===== src/sv/ccbz_pkg.sv =====
// ccbz_pkg: shared types and constants of the cubic bezier path sampler
// no dependencies; used by every module of the block except ccbz_ram
`default_nettype none

package ccbz_pkg;

   localparam int POINT_CAPACITY_DEF = 64;
   localparam int SAMPLE_LIMIT_DEF   = 64;
   localparam int MIN_SAMPLES        = 4;
   localparam int SAMPLE_COUNT_W     = 7;
   localparam int COORD_W            = 32;
   localparam int WEIGHT_W           = 17;
   localparam int DIV_STEPS          = 17;
   localparam logic [SAMPLE_COUNT_W-1:0] SAMPLE_COUNT_RESET = 7'd16;
   localparam logic [WEIGHT_W-1:0]       ONE_Q16            = 17'h10000;

   typedef struct packed {
      logic signed [COORD_W-1:0] point_x;
      logic signed [COORD_W-1:0] point_y;
      logic signed [COORD_W-1:0] point_z;
      logic                      final_point;
   } req_item_type;

   typedef struct packed {
      logic signed [COORD_W-1:0] out_x;
      logic signed [COORD_W-1:0] out_y;
      logic signed [COORD_W-1:0] out_z;
      logic                      run_end;
      logic                      bad_spline;
   } rsp_item_type;

   typedef struct packed {
      logic       load;
      logic       init_run;
      logic       seg_sub;
      logic       div_step;
      logic       div_first;
      logic       mul1;
      logic       mul2;
      logic       mul3;
      logic       acc_clr;
      logic       rd;
      logic [1:0] rd_j;
      logic       emit_ok;
      logic       emit_bad;
      logic       next_sample;
   } dp_cmd_type;

   typedef struct packed {
      logic spline_ok;
      logic seg_more;
      logic last_sample;
   } dp_status_type;

endpackage

`default_nettype wire


===== src/sv/ccbz_ctrl.sv =====
// ccbz_ctrl: sequencing state machine of the sampler
// depends on ccbz_pkg; drives ccbz_dp through command and status structs
`default_nettype none

module ccbz_ctrl (
   input  wire logic                   clock,
   input  wire logic                   reset,
   input  wire logic                   start,
   input  wire logic                   req_final,
   input  wire ccbz_pkg::dp_status_type status,
   output ccbz_pkg::dp_cmd_type         cmd,
   output logic                        busy,
   output logic                        csr_ready,
   output logic                        rsp_strobe
);

   typedef enum logic [3:0] {
      ST_IDLE, ST_BAD, ST_SEG, ST_DIV, ST_MUL1, ST_MUL2, ST_MUL3, ST_RD, ST_ACC, ST_EMIT
   } state_type;

   state_type  state_ff, state_in;
   logic [4:0] cnt_ff, cnt_in;
   logic       strobe_ff, strobe_in;

   always_comb begin
      cmd       = '0;
      state_in  = state_ff;
      cnt_in    = cnt_ff;
      strobe_in = 1'b0;
      case (state_ff)
         ST_IDLE: begin
            cmd.load = start;
            if (start && req_final) begin
               if (status.spline_ok) begin
                  cmd.init_run = 1'b1;
                  state_in     = ST_SEG;
               end else begin
                  state_in = ST_BAD;
               end
            end
         end
         ST_BAD: begin
            cmd.emit_bad = 1'b1;
            strobe_in    = 1'b1;
            state_in     = ST_IDLE;
         end
         ST_SEG: begin
            if (status.seg_more) begin
               cmd.seg_sub = 1'b1;
            end else begin
               cnt_in   = '0;
               state_in = ST_DIV;
            end
         end
         ST_DIV: begin
            cmd.div_step  = 1'b1;
            cmd.div_first = (cnt_ff == '0);
            if (cnt_ff == 5'(ccbz_pkg::DIV_STEPS - 1)) begin
               state_in = ST_MUL1;
            end else begin
               cnt_in = cnt_ff + 5'd1;
            end
         end
         ST_MUL1: begin
            cmd.mul1 = 1'b1;
            state_in = ST_MUL2;
         end
         ST_MUL2: begin
            cmd.mul2 = 1'b1;
            state_in = ST_MUL3;
         end
         ST_MUL3: begin
            cmd.mul3    = 1'b1;
            cmd.acc_clr = 1'b1;
            cnt_in      = '0;
            state_in    = ST_RD;
         end
         ST_RD: begin
            cmd.rd   = 1'b1;
            cmd.rd_j = cnt_ff[1:0];
            if (cnt_ff[1:0] == 2'd3) begin
               state_in = ST_ACC;
            end else begin
               cnt_in = cnt_ff + 5'd1;
            end
         end
         ST_ACC: begin
            // last control point lands in the accumulator here
            state_in = ST_EMIT;
         end
         ST_EMIT: begin
            cmd.emit_ok = 1'b1;
            strobe_in   = 1'b1;
            if (status.last_sample) begin
               state_in = ST_IDLE;
            end else begin
               cmd.next_sample = 1'b1;
               state_in        = ST_SEG;
            end
         end
         default: begin
            state_in = ST_IDLE;
         end
      endcase
   end

   always_ff @(posedge clock) begin
      if (reset) begin
         state_ff  <= ST_IDLE;
         cnt_ff    <= '0;
         strobe_ff <= 1'b0;
      end else begin
         state_ff  <= state_in;
         cnt_ff    <= cnt_in;
         strobe_ff <= strobe_in;
      end
   end

   assign busy       = (state_ff != ST_IDLE);
   assign csr_ready  = (state_ff == ST_IDLE);
   assign rsp_strobe = strobe_ff;

endmodule

`default_nettype wire


===== config.mk =====
export PLATFORM = sky130hd
export DESIGN_NAME = ccbz_ctrl
export DESIGN_NICKNAME = d
export VERILOG_FILES = /design/src/sv/ccbz_pkg.sv /design/src/sv/ccbz_ctrl.sv
export SDC_FILE = /design/constraint.sdc
export NUM_CORES = 1
export LEC_CHECK = 0
export BUFFER_PORTS_ARGS = -buffer_cell sky130_fd_sc_hd__buf_2
export CORE_AREA = 10 10 52 54
export DETAILED_ROUTE_END_ITERATION = 6
export DIE_AREA = 0 0 62 64
export HOLD_SLACK_MARGIN = 0.12
export PLACE_DENSITY_LB_ADDON = 0.15
export SYNTH_ARGS = -nofsm -noshare
export SYNTH_HDL_FRONTEND = slang
export SYNTH_SLANG_ARGS = --single-unit

===== constraint.sdc =====
create_clock -name clock -period 3.45 [get_ports clock]
set_clock_uncertainty 0.2 [all_clocks]
set_input_delay 0.69 -clock clock [delete_from_list [all_inputs] [get_ports clock]]
set_output_delay 0.69 -clock clock [all_outputs]
set_load 0.01 [all_outputs]

==> results.md <==
- Status: finished, final reports clean
- TNS Setup: 0 ns
- H-Tree Depth: 1
- CTS tree: done
- Most frequent cells in the layout: buf_2 (24), nor3_1 (10), dfxtp_1 (10)
- Routability Congestion: 0.799
- Post-route insts no fill: 145
- Crit path max fanout: 19
- Clock buffer depth: 2
- Die width: 62 µm
- Largest stage delay, worst path: 0.69 ns
- Cts hold-fix bufs: 0
- Post-Place Setup Slack: 0.984 ns
- P_leak: 0.392 nW
- Slowest CP cell: dfxtp_1
- Core Area: 1710 µm²
- Fmax: 359 MHz
- Most common cell after layout, fill and taps aside: buf_2
- CP Buf/Inv Count: 1
- Area Overhead vs Synth: 19.6%
- Least-Margin Pin Slew: 0.573 ns
- Crit path DAT: 1.90 ns
- Die H: 64 µm
- Synth Instances: 100
- # diodes: 0
- Worst-Skew Late Latency: 0.27 ns
- DRC Markers: 0
- Seq cells post-synth: 10
- Final WS setup: 0.664 ns
- Pwr/cell area: 334 nW/µm²
- Placed cells: 141
- CTS root buf: clkbuf_4
- RSZ-0062 raised after global routing: false
- Routed Antenna Nets: 0
- Final Hold Viols: 0
- Layout cell share with drive strength beyond 1: 26.7%
- IO Port Bufs: 24
- Rel. slew slack: 61.7%
- # clock sinks: 10
- Drt pass-1 iters: 4
- Max IR drop VDD: 199 µV
- Syn_area_per_cell: 7.53 µm²
- Final core utilization: 52.7%
- Hold Path Class: reg2reg
- Startpoint Class: register
- Synthesized area: 753 µm²
- Overall global routing resource usage: 10.7%
- Largest net degree at the start of global routing: 20
- Period utilisation layout: 80.7%
- Distinct cells, synth: 32
- Final instance area: 901 µm²
- Grt total ovfl: 0
- IO Count: 25
- Critical path capture point type: primary output
- Final setup violation count: 0
- Core Rows: 15
- Die ar.: 3970 µm²
- Max-cap violations: 0
- CP cell instances: nor2b_1 > nand2_1 > nor4_1 > buf_2
- Register-to-register setup slack: 1.45 ns
- Routed wire length per instance: 14.0 µm
- CP delay by family, top: simple AND/OR/NAND/NOR gates
- Final hold slack: 0.329 ns
- CP Data Required Time: 2.56 ns
- WL final: 2.03 mm
- Total power: 0.301 mW
- Initial DRC count: 39
- Synth warn: 0
- Global-route wire length before repair: 3.30 mm
- Initial antenna violation count: 0
- Post_cts resized: 0
- Post-DP HPWL: 1.59 mm
- Critical path type: reg2out
- Total setup buffers inserted after CTS: 0
- Mapped Nets: 109
- Via density: 5.30
- Seq/Total Area, Yosys: 26.6%
- Placed inst area: 865 µm²
- Via count: 769
- Reg clk slew, reported paths: 0.07 ns
- Vias in the first global route: 682
- Final Slew Violations: 0
- Fin crit period: 2.79 ns
- Initial Utilization: 44.1%
- TritonCTS Buffers: 3
- Nets: 130
## Yosys cell counts
cell        n  area, µm²
dfxtp_1    10        200
nor3_1     10       50.1
nand2_1     8       30.0
nor2_1      8       30.0
inv_1       7       26.3
nand2b_1    7       43.8
a21oi_1     6       30.0
buf_2       5       25.0
nand3_1     5       25.0
a31oi_1     3       18.8
o21ai_0     3       15.0
a221oi_1    2       17.5
and2_1      2       12.5
clkbuf_1    2       7.51
ha_1        2       25.0
nor2b_1     2       12.5
nor3b_1     2       15.0
nor4b_1     2       17.5
a2111oi_0   1       8.76
a2111oi_4   1       27.5
a211o_1     1       8.76
a21o_1      1       7.51
a32o_1      1       10.0
and3_1      1       6.26
and4bb_4    1       16.3
buf_4       1       7.51
nand4bb_1   1       11.3
nor4_1      1       6.26
nor4_2      1       12.5
o221a_2     1       11.3
o2bb2ai_1   1       8.76
o31a_1      1       8.76
## final cells by class
| type | instances | area (µm²) |
|---|---|---|
| inverter | 7 | 26.3 |
| sequential | 10 | 200 |
| fill | 159 | 807 |
| multi-input combinational | 75 | 487 |
| clock buffer | 4 | 36.3 |
| tap | 25 | 31.3 |
| timing repair buffer | 24 | 120 |
## layer usage
| layer | track usage, % | vias to the layer above | share of wire, % |
|---|---|---|---|
| met5 | 0 | - | 0 |
| met4 | 5.87 | 0 | 2.1 |
| met3 | 3.16 | 5 | 9.0 |
| met2 | 14.2 | 27 | 43 |
| met1 | 14.7 | 332 | 46 |
| li1 | - | 405 | - |
## final timing paths
kind | startpoint | end | depth (start not counted)
max | state_ff[0]$_SDFFE_PP0P_ | cmd[10] | 4
min | cnt_ff[4]$_SDFFE_PP0P_ | cnt_ff[4]$_SDFFE_PP0P_ | 1
max reg2reg | cnt_ff[0]$_SDFFE_PP0P_ | cnt_ff[0]$_SDFFE_PP0P_ | 6
min reg2reg | cnt_ff[4]$_SDFFE_PP0P_ | cnt_ff[4]$_SDFFE_PP0P_ | 1
## worst reg2reg max path: cells and delay by family (launching register included)
family | cells | cell delay (ns)
compound gates | 2 | 0.66
flops | 1 | 0.40
simple gates | 2 | 0.34
fa+ha+maj | 1 | 0.22
buf+inv | 1 | 0.08
## state kept, by name (all words and copies together), names as in the netlist
signal,count
rsp_strobe,1
state_ff,4
cnt_ff,5
## kinds of logic after synthesis
| group | Yosys count | share of synthesized area [%] |
|---|---|---|
| compound gates | 22 | 22.9 |
| fa+ha+maj | 2 | 3.32 |
| buf+inv | 15 | 8.80 |
| flops | 10 | 26.6 |
| simple gates | 51 | 38.4 |
## power breakdown
part | switching, mW | leakage, nW | internal [mW] | total [mW]
Sequential | 0.0115 | 0.0808 | 0.119 | 0.130
Clock | 0.0444 | 0.0210 | 0.0642 | 0.109
Combinational | 0.0354 | 0.290 | 0.0269 | 0.0623
Note: power is estimated with default switching activity, not from simulation.
